### src/rtl/btrt_pkg.sv
// btrt_pkg: shared types, constants and helper functions of the byte to radix text core
// microcode word layout, step addresses, register indexes and character tables
// no dependencies
package btrt_pkg;

   localparam int MAX_DIGITS = 8;
   localparam int PC_W       = 4;
   localparam int ND_W       = 4;
   localparam int ADDR_W     = 5;
   localparam int DATA_W     = 32;

   localparam logic [7:0] CHAR_SPACE   = 8'h20;
   localparam logic [7:0] CHAR_NEWLINE = 8'h0A;
   localparam logic [7:0] CHAR_ZERO    = 8'h30;
   localparam logic [7:0] CHAR_UPPER_A = 8'h41;
   localparam logic [7:0] CHAR_LOWER_A = 8'h61;

   typedef enum logic [2:0] {
      REG_RADIX          = 3'd0,
      REG_DIGIT_ROTATION = 3'd1,
      REG_ZERO_PAD       = 3'd2,
      REG_SPACE_ENABLE   = 3'd3,
      REG_ALIGN_WIDTH    = 3'd4,
      REG_BYTES_PER_LINE = 3'd5
   } reg_index_type;

   typedef enum logic [3:0] {
      OP_WAIT_IN,
      OP_DIV,
      OP_SAVE_ROT,
      OP_SAVE_DIGIT,
      OP_PAD,
      OP_SPACE_SET,
      OP_EMIT_SPACE,
      OP_EMIT_DIGIT,
      OP_EMIT_LINE,
      OP_EMIT_EOS
   } op_type;

   typedef enum logic [2:0] {
      COND_NEVER,
      COND_ALWAYS,
      COND_QUOT_NZ,
      COND_PAD_MORE,
      COND_SPACE_MORE,
      COND_DIGIT_MORE
   } cond_type;

   typedef struct packed {
      op_type            op;
      cond_type          cond;
      logic [PC_W-1:0]   target;
   } uword_type;

   localparam logic [PC_W-1:0] STEP_WAIT       = 4'd0;
   localparam logic [PC_W-1:0] STEP_ROT_DIV_A  = 4'd1;
   localparam logic [PC_W-1:0] STEP_ROT_DIV_B  = 4'd2;
   localparam logic [PC_W-1:0] STEP_SAVE_ROT   = 4'd3;
   localparam logic [PC_W-1:0] STEP_DIG_DIV_A  = 4'd4;
   localparam logic [PC_W-1:0] STEP_DIG_DIV_B  = 4'd5;
   localparam logic [PC_W-1:0] STEP_SAVE_DIGIT = 4'd6;
   localparam logic [PC_W-1:0] STEP_PAD        = 4'd7;
   localparam logic [PC_W-1:0] STEP_SPACE_SET  = 4'd8;
   localparam logic [PC_W-1:0] STEP_SPACES     = 4'd9;
   localparam logic [PC_W-1:0] STEP_DIGITS     = 4'd10;
   localparam logic [PC_W-1:0] STEP_LINE_NL    = 4'd11;
   localparam logic [PC_W-1:0] STEP_EOS_NL     = 4'd12;

   // control store: falls through to the next step unless the jump condition holds
   function automatic uword_type ucode_rom(input logic [PC_W-1:0] pc);
      uword_type w;
      begin
         w = '{op: OP_WAIT_IN, cond: COND_NEVER, target: STEP_WAIT};
         case (pc)
            STEP_WAIT:       w = '{op: OP_WAIT_IN,    cond: COND_NEVER,      target: STEP_WAIT};
            STEP_ROT_DIV_A:  w = '{op: OP_DIV,        cond: COND_NEVER,      target: STEP_WAIT};
            STEP_ROT_DIV_B:  w = '{op: OP_DIV,        cond: COND_NEVER,      target: STEP_WAIT};
            STEP_SAVE_ROT:   w = '{op: OP_SAVE_ROT,   cond: COND_NEVER,      target: STEP_WAIT};
            STEP_DIG_DIV_A:  w = '{op: OP_DIV,        cond: COND_NEVER,      target: STEP_WAIT};
            STEP_DIG_DIV_B:  w = '{op: OP_DIV,        cond: COND_NEVER,      target: STEP_WAIT};
            STEP_SAVE_DIGIT: w = '{op: OP_SAVE_DIGIT, cond: COND_QUOT_NZ,    target: STEP_DIG_DIV_A};
            STEP_PAD:        w = '{op: OP_PAD,        cond: COND_PAD_MORE,   target: STEP_PAD};
            STEP_SPACE_SET:  w = '{op: OP_SPACE_SET,  cond: COND_NEVER,      target: STEP_WAIT};
            STEP_SPACES:     w = '{op: OP_EMIT_SPACE, cond: COND_SPACE_MORE, target: STEP_SPACES};
            STEP_DIGITS:     w = '{op: OP_EMIT_DIGIT, cond: COND_DIGIT_MORE, target: STEP_DIGITS};
            STEP_LINE_NL:    w = '{op: OP_EMIT_LINE,  cond: COND_NEVER,      target: STEP_WAIT};
            STEP_EOS_NL:     w = '{op: OP_EMIT_EOS,   cond: COND_ALWAYS,     target: STEP_WAIT};
            default:         w = '{op: OP_WAIT_IN,    cond: COND_NEVER,      target: STEP_WAIT};
         endcase
         return w;
      end
   endfunction

   // radix 0 and 1 act as 2, 63 acts as 62
   function automatic logic [5:0] eff_radix(input logic [5:0] r);
      logic [5:0] b;
      begin
         if (r < 6'd2) b = 6'd2;
         else if (r > 6'd62) b = 6'd62;
         else b = r;
         return b;
      end
   endfunction

   // least k with b**k >= 255, clamped to 2..8
   function automatic logic [ND_W-1:0] pad_width(input logic [5:0] b);
      logic [ND_W-1:0] k;
      begin
         if (b <= 6'd2) k = 4'd8;
         else if (b == 6'd3) k = 4'd6;
         else if (b <= 6'd6) k = 4'd4;
         else if (b <= 6'd15) k = 4'd3;
         else k = 4'd2;
         return k;
      end
   endfunction

   function automatic logic [7:0] symbol_of(input logic [5:0] v);
      logic [7:0] c;
      logic [5:0] lo;
      begin
         lo = v - 6'd36;
         if (v < 6'd10) c = CHAR_ZERO + {2'b00, v};
         else if (v < 6'd36) c = CHAR_UPPER_A + {2'b00, v} - 8'd10;
         else c = CHAR_LOWER_A + {3'b000, lo[4:0]};
         return c;
      end
   endfunction

endpackage

### src/rtl/btrt_if.sv
// btrt_if: valid/ready channel interfaces of the byte to radix text core
// request carries one byte, response carries one character
// no dependencies
interface btrt_req_if;
   logic       valid;
   logic       ready;
   logic [7:0] byte_value;
   logic       end_of_stream;

   modport source(output valid, output byte_value, output end_of_stream, input ready);
   modport sink(input valid, input byte_value, input end_of_stream, output ready);
endinterface

interface btrt_rsp_if;
   logic       valid;
   logic       ready;
   logic [7:0] char_code;
   logic       last_of_run;

   modport source(output valid, output char_code, output last_of_run, input ready);
   modport sink(input valid, input char_code, input last_of_run, output ready);
endinterface

### src/rtl/byte_to_radix_text_core.sv
// byte_to_radix_text_core: writes each byte as ASCII digits in radix 2..62
// microcoded sequencer over a shared division step, digit buffer and output register
// depends on btrt_pkg, btrt_if, btrt_div_step
// per byte: rotation division, digit divisions, padding, spaces, digits, line break,
// and end-of-stream newline; no new byte is taken until all of these are done
// the division step, run once for the rotation and once per digit, sets the pace
// reset is synchronous, active high; control and config registers reset, line count to 0
module byte_to_radix_text_core (
   input  logic                          clock,
   input  logic                          reset,
   btrt_req_if.sink                      req_ch,
   btrt_rsp_if.source                    rsp_ch,
   input  logic                          psel,
   input  logic                          penable,
   input  logic                          pwrite,
   input  logic [btrt_pkg::ADDR_W-1:0]   paddr,
   input  logic [btrt_pkg::DATA_W-1:0]   pwdata,
   output logic [btrt_pkg::DATA_W-1:0]   prdata,
   output logic                          pready
);
   import btrt_pkg::*;

   // configuration registers
   logic [5:0]  radix_ff;
   logic [7:0]  rotation_ff;
   logic        pad_en_ff;
   logic        space_en_ff;
   logic [3:0]  align_ff;
   logic [15:0] bpl_ff;

   // sequencer and datapath
   logic [PC_W-1:0] pc_ff, pc_in;
   logic [15:0]     line_cnt_ff, line_cnt_in;
   logic            line_nl_ff, line_nl_in;
   logic            eos_ff, eos_in;
   logic [7:0]      byte_ff, byte_in;
   logic [7:0]      dvd_ff, dvd_in;
   logic [5:0]      rem_ff, rem_in;
   logic [5:0]      rot_ff, rot_in;
   logic [ND_W-1:0] nd_ff, nd_in;
   logic [4:0]      cnt_ff, cnt_in;
   logic [5:0]      dig_buf_ff [MAX_DIGITS];
   logic            buf_we;
   logic [5:0]      buf_wdata;
   logic            rsp_valid_ff, rsp_valid_in;
   logic [7:0]      rsp_char_ff, rsp_char_in;
   logic            rsp_last_ff, rsp_last_in;

   uword_type   uw;
   logic [5:0]  b_eff;
   logic [ND_W-1:0] pad_w;
   logic [7:0]  div_dvd;
   logic [5:0]  div_rem;
   logic [6:0]  dig_sum;
   logic [5:0]  dig_val;
   logic [3:0]  sp_cnt;
   logic        in_fire, out_free, emit_req, emit_fire, stall, jump;
   logic [7:0]  emit_char;
   logic        emit_last;
   logic        cfg_wr;

   assign uw     = ucode_rom(pc_ff);
   assign b_eff  = eff_radix(radix_ff);
   assign pad_w  = pad_width(b_eff);
   assign pready = 1'b1;
   assign cfg_wr = psel && penable && pwrite;

   btrt_div_step u_div (
      .dvd     (dvd_ff),
      .rem     (rem_ff),
      .divisor (b_eff),
      .dvd_out (div_dvd),
      .rem_out (div_rem)
   );

   // digit plus rotation, both below the radix
   assign dig_sum = {1'b0, rem_ff} + {1'b0, rot_ff};
   assign dig_val = (dig_sum >= {1'b0, b_eff}) ? 6'(dig_sum - {1'b0, b_eff}) : dig_sum[5:0];
   assign sp_cnt  = (align_ff > nd_ff) ? (align_ff - nd_ff) : 4'd0;

   assign req_ch.ready = (uw.op == OP_WAIT_IN);
   assign in_fire      = req_ch.valid && req_ch.ready;
   assign out_free     = !rsp_valid_ff || rsp_ch.ready;

   always_comb begin
      emit_req  = 1'b0;
      emit_char = CHAR_SPACE;
      emit_last = 1'b0;
      case (uw.op)
         OP_EMIT_SPACE: begin
            emit_req = (cnt_ff != 5'd0);
         end
         OP_EMIT_DIGIT: begin
            emit_req  = 1'b1;
            emit_char = symbol_of(dig_buf_ff[3'(nd_ff - 4'd1)]);
            emit_last = (nd_ff == 4'd1) && !line_nl_ff && !eos_ff;
         end
         OP_EMIT_LINE: begin
            emit_req  = line_nl_ff;
            emit_char = CHAR_NEWLINE;
            emit_last = !eos_ff;
         end
         OP_EMIT_EOS: begin
            emit_req  = eos_ff;
            emit_char = CHAR_NEWLINE;
            emit_last = 1'b1;
         end
         default: begin
            emit_req = 1'b0;
         end
      endcase
   end

   assign emit_fire = emit_req && out_free;
   assign stall     = ((uw.op == OP_WAIT_IN) && !req_ch.valid) || (emit_req && !out_free);

   always_comb begin
      case (uw.cond)
         COND_NEVER:      jump = 1'b0;
         COND_ALWAYS:     jump = 1'b1;
         COND_QUOT_NZ:    jump = (dvd_ff != 8'd0);
         COND_PAD_MORE:   jump = pad_en_ff && (nd_ff < pad_w);
         COND_SPACE_MORE: jump = (cnt_ff != 5'd0);
         COND_DIGIT_MORE: jump = (nd_ff != 4'd1);
         default:         jump = 1'b0;
      endcase
   end

   always_comb begin
      pc_in        = stall ? pc_ff : (jump ? uw.target : pc_ff + 4'd1);
      line_cnt_in  = line_cnt_ff;
      line_nl_in   = line_nl_ff;
      eos_in       = eos_ff;
      byte_in      = byte_ff;
      dvd_in       = dvd_ff;
      rem_in       = rem_ff;
      rot_in       = rot_ff;
      nd_in        = nd_ff;
      cnt_in       = cnt_ff;
      buf_we       = 1'b0;
      buf_wdata    = dig_val;
      rsp_valid_in = rsp_valid_ff && !rsp_ch.ready;
      rsp_char_in  = rsp_char_ff;
      rsp_last_in  = rsp_last_ff;
      case (uw.op)
         OP_WAIT_IN: begin
            if (in_fire) begin
               byte_in = req_ch.byte_value;
               eos_in  = req_ch.end_of_stream;
               dvd_in  = rotation_ff;
               rem_in  = 6'd0;
               line_nl_in = 1'b0;
               if (bpl_ff != 16'd0) begin
                  if (line_cnt_ff >= bpl_ff - 16'd1) begin
                     line_nl_in  = 1'b1;
                     line_cnt_in = 16'd0;
                  end else begin
                     line_cnt_in = line_cnt_ff + 16'd1;
                  end
               end
            end
         end
         OP_DIV: begin
            dvd_in = div_dvd;
            rem_in = div_rem;
         end
         OP_SAVE_ROT: begin
            rot_in = rem_ff;
            dvd_in = byte_ff;
            rem_in = 6'd0;
            nd_in  = 4'd0;
         end
         OP_SAVE_DIGIT: begin
            buf_we = 1'b1;
            nd_in  = nd_ff + 4'd1;
            rem_in = 6'd0;
         end
         OP_PAD: begin
            if (jump) begin
               buf_we    = 1'b1;
               buf_wdata = rot_ff;
               nd_in     = nd_ff + 4'd1;
            end
         end
         OP_SPACE_SET: begin
            cnt_in = space_en_ff ? (5'(sp_cnt) + 5'd1) : 5'd0;
         end
         OP_EMIT_SPACE: begin
            if (emit_fire) cnt_in = cnt_ff - 5'd1;
         end
         OP_EMIT_DIGIT: begin
            if (emit_fire) nd_in = nd_ff - 4'd1;
         end
         default: begin
            nd_in = nd_ff;
         end
      endcase
      if (emit_fire) begin
         rsp_valid_in = 1'b1;
         rsp_char_in  = emit_char;
         rsp_last_in  = emit_last;
      end
   end

   always_ff @(posedge clock) begin
      if (reset) begin
         pc_ff        <= STEP_WAIT;
         rsp_valid_ff <= 1'b0;
         line_cnt_ff  <= 16'd0;
         nd_ff        <= '0;
         radix_ff     <= 6'd10;
         rotation_ff  <= 8'd0;
         pad_en_ff    <= 1'b0;
         space_en_ff  <= 1'b0;
         align_ff     <= 4'd0;
         bpl_ff       <= 16'd0;
      end else begin
         pc_ff        <= pc_in;
         rsp_valid_ff <= rsp_valid_in;
         line_cnt_ff  <= line_cnt_in;
         nd_ff        <= nd_in;
         if (cfg_wr) begin
            case (reg_index_type'(paddr[4:2]))
               REG_RADIX:          radix_ff    <= pwdata[5:0];
               REG_DIGIT_ROTATION: rotation_ff <= pwdata[7:0];
               REG_ZERO_PAD:       pad_en_ff   <= pwdata[0];
               REG_SPACE_ENABLE:   space_en_ff <= pwdata[0];
               REG_ALIGN_WIDTH:    align_ff    <= pwdata[3:0];
               REG_BYTES_PER_LINE: bpl_ff      <= pwdata[15:0];
               default:            bpl_ff      <= bpl_ff;
            endcase
         end
      end
   end

   always_ff @(posedge clock) begin
      line_nl_ff  <= line_nl_in;
      eos_ff      <= eos_in;
      byte_ff     <= byte_in;
      dvd_ff      <= dvd_in;
      rem_ff      <= rem_in;
      rot_ff      <= rot_in;
      cnt_ff      <= cnt_in;
      rsp_char_ff <= rsp_char_in;
      rsp_last_ff <= rsp_last_in;
      if (buf_we) dig_buf_ff[nd_ff[2:0]] <= buf_wdata;
   end

   always_comb begin
      case (reg_index_type'(paddr[4:2]))
         REG_RADIX:          prdata = {26'd0, radix_ff};
         REG_DIGIT_ROTATION: prdata = {24'd0, rotation_ff};
         REG_ZERO_PAD:       prdata = {31'd0, pad_en_ff};
         REG_SPACE_ENABLE:   prdata = {31'd0, space_en_ff};
         REG_ALIGN_WIDTH:    prdata = {28'd0, align_ff};
         REG_BYTES_PER_LINE: prdata = {16'd0, bpl_ff};
         default:            prdata = '0;
      endcase
   end

   assign rsp_ch.valid       = rsp_valid_ff;
   assign rsp_ch.char_code   = rsp_char_ff;
   assign rsp_ch.last_of_run = rsp_last_ff;

   // digit count never runs past the buffer
   a_nd_bound: assert property (@(posedge clock) disable iff (reset)
      nd_ff <= 4'(MAX_DIGITS))
      else $error("digit count past buffer depth");

   // remainder and rotation stay below the radix when a digit is stored
   a_digit_range: assert property (@(posedge clock) disable iff (reset)
      (uw.op == OP_SAVE_DIGIT) |-> (rem_ff < b_eff) && (rot_ff < b_eff))
      else $error("digit or rotation not reduced modulo radix");

   // digit emission always has a stored digit to show
   a_emit_digit: assert property (@(posedge clock) disable iff (reset)
      (uw.op == OP_EMIT_DIGIT) |-> (nd_ff != 4'd0))
      else $error("digit emission with empty buffer");

   // a new byte is only taken once the last character has been loaded
   a_last_before_next: assert property (@(posedge clock) disable iff (reset)
      (uw.op == OP_EMIT_EOS) && !stall |=> rsp_last_ff)
      else $error("run ended without a last character");

endmodule

### src/rtl/btrt_div_step.sv
// btrt_div_step: four restoring division steps of an 8-bit dividend by a 6-bit divisor
// quotient bits shift in at the bottom as dividend bits leave the top
// depends on btrt_pkg
module btrt_div_step (
   input  logic [7:0] dvd,
   input  logic [5:0] rem,
   input  logic [5:0] divisor,
   output logic [7:0] dvd_out,
   output logic [5:0] rem_out
);
   import btrt_pkg::*;

   always_comb begin
      logic [7:0] d;
      logic [5:0] r;
      logic [6:0] t;
      logic       q;
      d = dvd;
      r = rem;
      for (int i = 0; i < 4; i++) begin
         t = {r, d[7]};
         q = (t >= {1'b0, divisor});
         d = {d[6:0], q};
         r = q ? 6'(t - {1'b0, divisor}) : t[5:0];
      end
      dvd_out = d;
      rem_out = r;
   end

endmodule
### src/flat_wrapper.sv
// flat-port wrapper written by rule: the top's interface ports become plain ports
module byte_to_radix_text_core_flat import btrt_pkg::*;
  (clock, reset, psel, penable, pwrite, paddr, pwdata, prdata, pready, req_ch_valid, req_ch_byte_value, req_ch_end_of_stream, req_ch_ready, rsp_ch_valid, rsp_ch_char_code, rsp_ch_last_of_run, rsp_ch_ready);
  btrt_req_if req_ch_i ();
  btrt_rsp_if rsp_ch_i ();
  input  logic clock;
  input  logic reset;
  input  logic psel;
  input  logic penable;
  input  logic pwrite;
  input  logic [btrt_pkg::ADDR_W-1:0] paddr;
  input  logic [btrt_pkg::DATA_W-1:0] pwdata;
  output logic [btrt_pkg::DATA_W-1:0] prdata;
  output logic pready;
  input wire logic [$bits(req_ch_i.valid)-1:0] req_ch_valid;
  input wire logic [$bits(req_ch_i.byte_value)-1:0] req_ch_byte_value;
  input wire logic [$bits(req_ch_i.end_of_stream)-1:0] req_ch_end_of_stream;
  output wire logic [$bits(req_ch_i.ready)-1:0] req_ch_ready;
  output wire logic [$bits(rsp_ch_i.valid)-1:0] rsp_ch_valid;
  output wire logic [$bits(rsp_ch_i.char_code)-1:0] rsp_ch_char_code;
  output wire logic [$bits(rsp_ch_i.last_of_run)-1:0] rsp_ch_last_of_run;
  input wire logic [$bits(rsp_ch_i.ready)-1:0] rsp_ch_ready;
  assign req_ch_i.valid = req_ch_valid;
  assign req_ch_i.byte_value = req_ch_byte_value;
  assign req_ch_i.end_of_stream = req_ch_end_of_stream;
  assign req_ch_ready = req_ch_i.ready;
  assign rsp_ch_valid = rsp_ch_i.valid;
  assign rsp_ch_char_code = rsp_ch_i.char_code;
  assign rsp_ch_last_of_run = rsp_ch_i.last_of_run;
  assign rsp_ch_i.ready = rsp_ch_ready;
  byte_to_radix_text_core u_core (.clock(clock), .reset(reset), .req_ch(req_ch_i), .rsp_ch(rsp_ch_i), .psel(psel), .penable(penable), .pwrite(pwrite), .paddr(paddr), .pwdata(pwdata), .prdata(prdata), .pready(pready));
endmodule
### config.mk
export PLATFORM = sky130hd
export DESIGN_NAME = byte_to_radix_text_core_flat
export DESIGN_NICKNAME = d
export VERILOG_FILES = /design/src/rtl/btrt_pkg.sv /design/src/rtl/btrt_if.sv /design/src/rtl/byte_to_radix_text_core.sv /design/src/rtl/btrt_div_step.sv /design/src/flat_wrapper.sv
export SDC_FILE = /design/constraint.sdc
export NUM_CORES = 1
export LEC_CHECK = 0
export BUFFER_PORTS_ARGS = -buffer_cell sky130_fd_sc_hd__buf_2
export CORE_ASPECT_RATIO = 1.2
export CORE_MARGIN = 2
export CORE_UTILIZATION = 51
export DETAILED_ROUTE_END_ITERATION = 7
export PLACE_DENSITY = 0.74
export SYNTH_ARGS = -nofsm -noshare
export SYNTH_HDL_FRONTEND = slang
export SYNTH_HIERARCHICAL = 1
export SYNTH_SLANG_ARGS = --single-unit
### constraint.sdc
create_clock -name clock -period 8 [get_ports clock]
set_input_delay 0.8 -clock clock [delete_from_list [all_inputs] [get_ports clock]]
set_output_delay 0.8 -clock clock [all_outputs]
set_load 0.01 [all_outputs]
==> summary.md <==
| Metric | Value |
|---|---|
| Max Clk Rate | `~140 MHz` |
| Placement Rows | `57` |
| Max-cap viol count | `0` |
| Worst Path Arrival | `approximately 7.6 ns` |
| CORE AREA | `roughly 20,000 um2` |
| First-pass GRT wire length | `slightly below 40 mm` |
| Post-synth EDFFs | `92` |
| Largest net degree at the start of global routing | `74` |
| CTS tree | `done` |
| Overall routing resource usage | `between 20% and 30%` |
| Via count | `between 8,000 and 9,000` |
| Top-area cell type share of the netlist area | `25.92%` |
| HPWL after DPL | `roughly 17 mm` |
| Post-Place Cell Area | `11,240 um2` |
| Average cell area after synthesis | `a little under 10 um2` |
| Setup Crit Path Kind | `reg2reg` |
| Critical Path Max Stage Delay | `0.44 ns` |
| Worst Tran Pin Value | `0.9881 ns` |
| Tcrit/Tclk final | `92.41%` |
| Clock sinks | `about 160` |
| CTS Hold Bufs | `0` |
| Post-Synthesis Cells | `1,079` |
| H-tree depth | `4` |
| Vias in the first global route | `around 8,100` |
| Nets | `about 1,300` |
| DRT antenna net count | `0` |
| Total grt overflow | `0` |
| Clock transition at path regs | `0.06 ns` |
| Most frequent cell after synthesis | `nand2_1` |
| Share of layout cells above drive strength 1 | `approximately 16%` |
| Vias/cell | `5.773` |
| CTS Root Cell | `clkbuf_16` |
| Hold Vio Cnt, Final | `0` |
| Synth-to-layout area growth | `11.22%` |
| Total of warnings raised by yosys | `6` |
| DIE HEIGHT | `162.4 um` |
| Initial antenna violation count | `0` |
| Post-Syn Area | `between 10,000 and 15,000 um2` |
| Top cells by count, synth | `nand2_1, edfxtp_1, ha_1` |
| Port bufs | `61` |
| Slew HR | `34.13%` |
| Seq cells post-synth | `around 160` |
| CP Launch Type | `flip-flop` |
| Required time worst endpoint | `8.17 ns` |
| DIE AREA | `approximately 22,000 um2` |
| Pre-Repair DR Iteration Count | `5` |
| Number of fill cells | `between 1,500 and 2,000` |
| Worst-Skew Late Latency | `roughly 0.43 ns` |
| Max-slew violations | `0` |
| Final clock skew | `0.01584 ns` |
| Top FF cell, synth | `edfxtp_1` |
| Slowest-stage cell, CP | `dfxtp_1` |
| Hold slack final | `~0.5 ns` |
| Min Tclk post-route | `about 7.4 ns` |
| DR WL/cell | `around 16 um` |
| Worst min path class | `reg2reg` |
| Die width | `approximately 140 um` |
| CTS Buf Count | `17` |
| Crit path max fanout | `9` |
| Initial DRC Count | `between 600 and 700` |
| Status | `complete, no violations` |
| CTS Buffer Depth | `2` |
| Area leader, netlist | `edfxtp_1` |
| Ports | `97` |
| Final Cell Area | `between 10,000 and 15,000 um2` |
| Diode count | `0` |
| Synth top area cells | `edfxtp_1, dfxtp_1, ha_1, mux2i_1, nand2_1` |
| Seq/Total Area, Yosys | `39.07%` |
| Setup TNS | `0 ns` |
| Hold depth | `2` |
| # DRC | `0` |
| R2R depth | `36` |
| Post-Route WL | `between 20 and 25 mm` |
| # setup viols final | `0` |
| Initial Util | `around 52%` |
| Distinct cell type count after synthesis | `86` |
| GPL Wtd Cong | `just over 0.9` |
| CP Capture Type | `flip-flop` |
| Post-synth ARST share | `0%` |
## logic make-up (layout without fill, tap and decap cells)
logic type                 count (synthesis)  count (layout)  synth area share, %
and+or+nand+nor                          350             350                17.00
adders and majority gates                 88              88                10.82
AOI/OAI and AO/OA                        224             224                14.72
DFF                                      162             162                39.07
muxes                                     63              63                7.772
buffers and inverters                    128             189                5.447
other                                      2              17              0.07047
xor gates and xnor gates                  62              62                5.095
## metal layers
| metal | track usage [%] | vias up | wire (um) |
|---|---|---|---|
| met5 | 0 | - | 0 |
| met1 | 27.84 | 3907 | 10020 |
| met2 | 37.92 | 231 | 11750 |
| met3 | 4.139 | 28 | 1113 |
| li1 | - | 4031 | - |
| met4 | 7.386 | 0 | 422 |
## placed cells by master (no fill, tap or decap), types with 23 or more instances in the layout
cell type   n
edfxtp_1   92
inv_1      61
mux2i_1    42
buf_2      61
nor2_1     76
dfxtp_1    70
ha_1       81
nor3_1     23
nand2_1    98
a21oi_1    65
xnor2_1    33
xor2_1     29
buf_4      33
## per-stage QoR
step	setup WS [ns]	utilization, %	cells
2_1_floorplan	0.04243	-	1094
3_3_place_gp	0.1134	55.10	1386
3_5_place_dp	0.04489	55.10	1386
4_1_cts	0.07654	57.85	1418
5_1_grt	-0.02674	58.12	1420
6_report	0.6069	58.12	1420
## layout make-up
cell class	count	area (um2)	share of cell area (%)
clock inverters	15	132.6	1.119
clock buffers	17	425.4	3.589
inverters	63	236.5	1.995
well taps	265	331.6	2.797
repair buffers	94	553.0	4.665
multi-input cells	804	6011	50.71
flip-flops and latches	162	4164	35.13
## timing repair
item | CTS | global route
pin swaps | 0 | 1
setup buffers | 0 | 2
resized for setup | 1 | 11
gates cloned | 0 | 0
endpoints found under the setup margin | 4 | 7
endpoints found under the hold margin | 0 | 0
## registers in the layout, summed over array words and instances (netlist names), 4 cells and up
| signal | count |
|---|---|
| u_core/rem_ff | 6 |
| u_core/line_cnt_ff | 16 |
| u_core/dvd_ff | 8 |
| u_core/uw | 9 |
| u_core/byte_ff | 8 |
| u_core/align_ff | 4 |
| u_core/nd_ff | 4 |
| u_core/radix_ff | 6 |
| u_core/pc_ff | 4 |
| u_core/cnt_ff | 5 |
| u_core/bpl_ff | 16 |
| u_core/rotation_ff | 8 |
| u_core/dig_buf_ff | 48 |
| u_core/rsp_ch.char_code | 8 |
| u_core/rot_ff | 6 |
## path summary, 6_finish.rpt
| kind | start | to | slack [ns] |
|---|---|---|---|
| max | u_core/radix_ff[2] | u_core/dvd_ff[0] | 0.61 |
| min | u_core/bpl_ff[0] | u_core/bpl_ff[0] | 0.50 |
| max reg2reg | u_core/radix_ff[2] | u_core/dvd_ff[0] | 0.61 |
| min reg2reg | u_core/bpl_ff[0] | u_core/bpl_ff[0] | 0.50 |
## worst max-delay path: cells and delay by family, from the launching register on
kind	cells	cell delay (ns)
mux	3	0.71
compound gates	15	2.84
fa+ha+maj	4	1.11
flops	1	0.44
buf+inv	6	0.75
simple gates	8	1.29
Power is left out: the tool's default activity adds up to more than one toggle a clock period on the data nets, which glitch-free logic cannot reach.
